### config.mk
export PLATFORM = sky130hd
export DESIGN_NAME = imd_cfg_regs
export DESIGN_NICKNAME = d
export VERILOG_FILES = /design/src/imd_pkg.sv /design/src/imd_cfg_regs.sv
export SDC_FILE = /design/constraint.sdc
export NUM_CORES = 1
export LEC_CHECK = 0
export ABC_AREA = 0
export BUFFER_PORTS_ARGS = -buffer_cell sky130_fd_sc_hd__buf_2
export CORE_MARGIN = 10
export CORE_UTILIZATION = 25
export DETAILED_ROUTE_END_ITERATION = 10
export GPL_ROUTABILITY_DRIVEN = 0
export MAX_ROUTING_LAYER = met4
export SETUP_SLACK_MARGIN = 0.02
export SLEW_MARGIN = 20
export SYNTH_ARGS = -nofsm -noshare
export SYNTH_HDL_FRONTEND = slang
export SYNTH_SLANG_ARGS = --single-unit
### constraint.sdc
create_clock -name clk -period 2.1 [get_ports clk]
set_clock_uncertainty 0.1 [all_clocks]
set_input_delay 0.42 -clock clk [delete_from_list [all_inputs] [get_ports clk]]
set_output_delay 0.42 -clock clk [all_outputs]
set_load 0.02 [all_outputs]
### src/imd_pkg.sv
// Shared types, constants and helpers for the induction machine derivative unit.
// Used by every module of the block; depends on nothing.
package imd_pkg;

    // Word format of all fields and coefficients
    localparam int DATA_W        = 32;
    localparam int PROD_W        = 2 * DATA_W;
    localparam int SAT_IN_W      = 2 * DATA_W;
    localparam int NUM_REGS      = 8;
    localparam int CFG_IDX_W     = $clog2(NUM_REGS);

    // Build defaults
    localparam int BASE_SPEED_DEF    = 20578304;
    localparam int FRACTION_BITS_DEF = 16;

    // Saturation limits
    localparam logic signed [DATA_W-1:0] Q_MAX = {1'b0, {(DATA_W-1){1'b1}}};
    localparam logic signed [DATA_W-1:0] Q_MIN = {1'b1, {(DATA_W-1){1'b0}}};

    // Coefficient register indexes
    typedef enum logic [CFG_IDX_W-1:0] {
        REG_KS = 3'd0,
        REG_KF = 3'd1,
        REG_KW = 3'd2,
        REG_KC = 3'd3,
        REG_KD = 3'd4,
        REG_KV = 3'd5,
        REG_KT = 3'd6,
        REG_KJ = 3'd7
    } cfg_reg_e;

    typedef struct packed {
        logic signed [DATA_W-1:0] ks;
        logic signed [DATA_W-1:0] kf;
        logic signed [DATA_W-1:0] kw;
        logic signed [DATA_W-1:0] kc;
        logic signed [DATA_W-1:0] kd;
        logic signed [DATA_W-1:0] kv;
        logic signed [DATA_W-1:0] kt;
        logic signed [DATA_W-1:0] kj;
    } coeff_t;

    // Coefficient terms computed in the front half and carried to the sums
    localparam int T_KS_ISD = 0;
    localparam int T_KF_FRD = 1;
    localparam int T_KV_USD = 2;
    localparam int T_KS_ISQ = 3;
    localparam int T_KF_FRQ = 4;
    localparam int T_KV_USQ = 5;
    localparam int T_KC_ISD = 6;
    localparam int T_KD_FRD = 7;
    localparam int T_KC_ISQ = 8;
    localparam int T_KD_FRQ = 9;
    localparam int T_KJ_TL  = 10;
    localparam int NUM_TERM = 11;

    // Cross products of state values, behind the terms in the product array
    localparam int X_FQW    = 11;
    localparam int X_FDW    = 12;
    localparam int X_FDISQ  = 13;
    localparam int X_FQISD  = 14;
    localparam int NUM_PROD = 15;

    // Second-level products in the back half
    localparam int M_KW_FQW  = 0;
    localparam int M_NKW_FDW = 1;
    localparam int M_NWB_FQW = 2;
    localparam int M_WB_FDW  = 3;
    localparam int M_KT_TQ   = 4;
    localparam int NUM_MPROD = 5;

    // Clamp a wide signed value to the signed word range
    function automatic logic signed [DATA_W-1:0] sat_q(input logic signed [SAT_IN_W-1:0] v);
        logic signed [DATA_W-1:0] res;
        if (v > SAT_IN_W'(Q_MAX))
        begin
            res = Q_MAX;
        end
        else if (v < SAT_IN_W'(Q_MIN))
        begin
            res = Q_MIN;
        end
        else
        begin
            res = DATA_W'(v);
        end
        return res;
    endfunction

endpackage

### src/imd_cfg_regs.sv
// Coefficient register file of the induction machine derivative unit.
// Depends on imd_pkg for the register indexes and the coefficient struct.
module imd_cfg_regs
    import imd_pkg::*;
(
    input  logic                 clk,
    input  logic                 rst_n,
    input  logic                 cfg_valid,
    output logic                 cfg_ready,
    input  logic [CFG_IDX_W-1:0] cfg_index,
    input  logic [DATA_W-1:0]    cfg_data,
    output coeff_t               coeff
);

    coeff_t coeff_reg;
    coeff_t coeff_next;

    // Always able to take a write
    assign cfg_ready = 1'b1;

    // Decode the index and update one coefficient
    always_comb
    begin
        coeff_next = coeff_reg;
        if (cfg_valid)
        begin
            case (cfg_reg_e'(cfg_index))
                REG_KS:  coeff_next.ks = cfg_data;
                REG_KF:  coeff_next.kf = cfg_data;
                REG_KW:  coeff_next.kw = cfg_data;
                REG_KC:  coeff_next.kc = cfg_data;
                REG_KD:  coeff_next.kd = cfg_data;
                REG_KV:  coeff_next.kv = cfg_data;
                REG_KT:  coeff_next.kt = cfg_data;
                REG_KJ:  coeff_next.kj = cfg_data;
                default: coeff_next = coeff_reg;
            endcase
        end
    end

    always_ff @(posedge clk or negedge rst_n)
    begin
        if (!rst_n)
        begin
            coeff_reg <= '0;
        end
        else
        begin
            coeff_reg <= coeff_next;
        end
    end

    assign coeff = coeff_reg;

endmodule

==> flow_metrics.env <==
export IMPL_htreeDepth=1
export IMPL_first_iter_violations=238
export IMPL_hold_viol=0
export IMPL_initial_core_util_pct=25.45
export IMPL_synth_area_top_cells="dfrtp_1 67%, mux2_2 28%, buf_6 1.6%"
export IMPL_min_period_over_period_pct=78.24
export IMPL_status="completed"
export IMPL_route_detailed_drc=0
export IMPL_sequentialPowerShare_pct=41.8
export IMPL_fmaxAchievable_mhz=608.7
export IMPL_yosys_area_top_type_share_pct=66.51
export IMPL_grt_pass1_wl_mm=43.64
export IMPL_dr_total_vias=5925
export IMPL_ant_nets=0
export IMPL_synth_area_per_cell_um2=17.42
export IMPL_holdWs_ps=93.04
export IMPL_ys_ff_latch=256
export IMPL_yosysTopAreaCell="dfrtp_1"
export IMPL_grt_use_total_pct=12.46
export IMPL_tns_ps=0
export IMPL_cts_tree="built"
export IMPL_power_density_nw_per_um2=1230
export IMPL_largest_reg_flops=256
export IMPL_synth_area_um2=9632
export IMPL_rsz0062_at_grt="false"
export IMPL_synth_warnings=0
export IMPL_vias_per_cell=4.220
export IMPL_clockPowerShare_pct=32.3
export IMPL_place_ws_ps=171.7
export IMPL_crit_slowest_cell="dfrtp_1"
export IMPL_die_area_um2=46780
export IMPL_place_hpwl_mm=21.11
export IMPL_ir_worst_vdd_v=0.0008601
export IMPL_crit_fanout=2
export IMPL_cp_required_ps=1580
export IMPL_switching_share_pct=31.93
export IMPL_rows=71
export IMPL_areaGrowthSynthToFinish_pct=33.23
export IMPL_dieHeight_um=216.3
export IMPL_fin_ws_ps=457.0
export IMPL_crit_type="reg -> out"
export IMPL_dpl_cell_area_um2=11850
export IMPL_synth_cell_type_count=12
export IMPL_ioPinCount=295
export IMPL_grt_util_met1_pct=14.99
export IMPL_cp_end_kind="primary output"
export IMPL_syn_nets=591
export IMPL_io_buffers=293
export IMPL_setup_viol=0
export IMPL_totalWireLength_mm=28.96
export IMPL_period_minus_slack_ps=1643
export IMPL_drive_above_1_share_pct=68.57
export IMPL_arrival_ps=1120
export IMPL_syn_inst=553
export IMPL_crit_buf_inv=1
export IMPL_fin_util_pct=33.91
export IMPL_antenna_found_initial=4
export IMPL_grt_pass1_vias=6607
export IMPL_die_w_um=216.3
export IMPL_worstSetupStartpointType="flop"
export IMPL_grt_overflow_total=0
export IMPL_coreArea_um2=37840
export IMPL_maxCapViolCount=0
export IMPL_post_drt_wl_per_cell_um=20.63
export IMPL_combPwrFrac_pct=25.9
export IMPL_critPathTopFamily="flip-flops"
export IMPL_slowest_delay_ps=400
export IMPL_yosysSeqAreaShare_pct=66.51
export IMPL_numCtsBuffers=28
export IMPL_first_pass_iters=4
export IMPL_grt_util_met2_pct=19.37
export IMPL_grt_start_max_net_pins=59
export IMPL_p_leak_uw=0.006049
export IMPL_p_switching_uw=5042
export IMPL_finalInstanceArea_um2=12830
export IMPL_hp_class="in -> reg"
export IMPL_clock_latency_ps=540
export IMPL_drv_slew=0
export IMPL_clockRootBuffer="clkbuf_16"
export IMPL_path_clk_slew_ps=60
export IMPL_p_int_uw=10750
export IMPL_top_usage_layer="met2"
export IMPL_path_cells="buf_2"
export IMPL_clock_sinks=256
export IMPL_met3_usage_pct=5.195
export IMPL_fin_nets=909
export IMPL_clockBufferDepth=3
through the flow:
stage | total power, uW | instances
after detailed placement | 10880 | 1351
after global placement | 10800 | 1351
final | 15790 | 1404
after floorplan | 9005 | 553
after CTS | 16090 | 1402
after global routing | 16630 | 1404
area by class of cell:
type	instances	area, um^2
Clock inverter	9	128.9
Antenna cell	2	5.005
Fill cell	3760	25010
Clock buffer	41	840.8
Multi-Input combinational cell	265	3005
Timing Repair Buffer	320	1807
Tap cell	511	639.4
Sequential cell	256	6406
per-layer routing:
layer  vias up  wire length, um
li1       2614                -
met1      3064            12470
met2       211            13370
met3        36             2705
met4         0              420
met5         -                0
power by group through the flow:
stage / Sequential (uW) / Combinational [uW] / Clock (uW)
2_1_floorplan: 7980 / 1020 / 0
3_3_place_gp: 6650 / 4150 / 0
3_5_place_dp: 6690 / 4190 / 0
4_1_cts: 6610 / 4190 / 5290
5_1_grt: 6740 / 4400 / 5500
6_report: 6600 / 4090 / 5100
synthesized netlist by cell type (all sizes together):
library cell  count
and4bb            1
mux2            256
nand4b            3
nor4b             1
dfrtp           256
nand4             1
buf              32
conb              1
nor4bb            2
cells in the final DEF (no fill, tap or decap), types with 2 or more instances in the layout:
cell type	netlist	final
mux2_1	13	13
buf_12	0	10
buf_2	17	292
clkinvlp_4	0	2
bufinv_16	0	3
clkbuf_1	0	5
dfrtp_1	256	256
buf_4	1	16
nor4bb_4	0	2
nand4b_1	3	3
clkbuf_8	0	7
clkbuf_16	0	29
diode_2	0	2
mux2_2	243	243
clkinv_2	0	3
final timing paths:
kind	startpoint	to	slack, ps	depth (start not counted)
max	coeff[185]$_DFFE_PN0P_	coeff[185]	460	1
min	cfg_data[20]	coeff[212]$_DFFE_PN0P_	90	2
max reg2reg	coeff[115]$_DFFE_PN0P_	coeff[115]$_DFFE_PN0P_	1200	1
min reg2reg	coeff[212]$_DFFE_PN0P_	coeff[212]$_DFFE_PN0P_	380	1
max in group asynchronous	rst_n	coeff[31]$_DFFE_PN0P_	900	3
min in group asynchronous	rst_n	coeff[157]$_DFFE_PN0P_	280	2
repair_timing:
item                                   4_1_cts  5_1_grt
gates resized for setup                      0        0
setup buffers                                0        0
hold buffers                                 1        0
setup endpoints to repair                    0        0
endpoints found under the hold margin       37        0
logic make-up after synthesis:
kind of cell | after synthesis | share of synthesized area (%)
AND/OR/NAND/NOR | 8 | 0.9224
buffers and inverters | 32 | 2.598
flip-flops | 256 | 66.51
other | 1 | 0.03893
multiplexers | 256 | 29.93
Power figures use the tool's default switching activity.
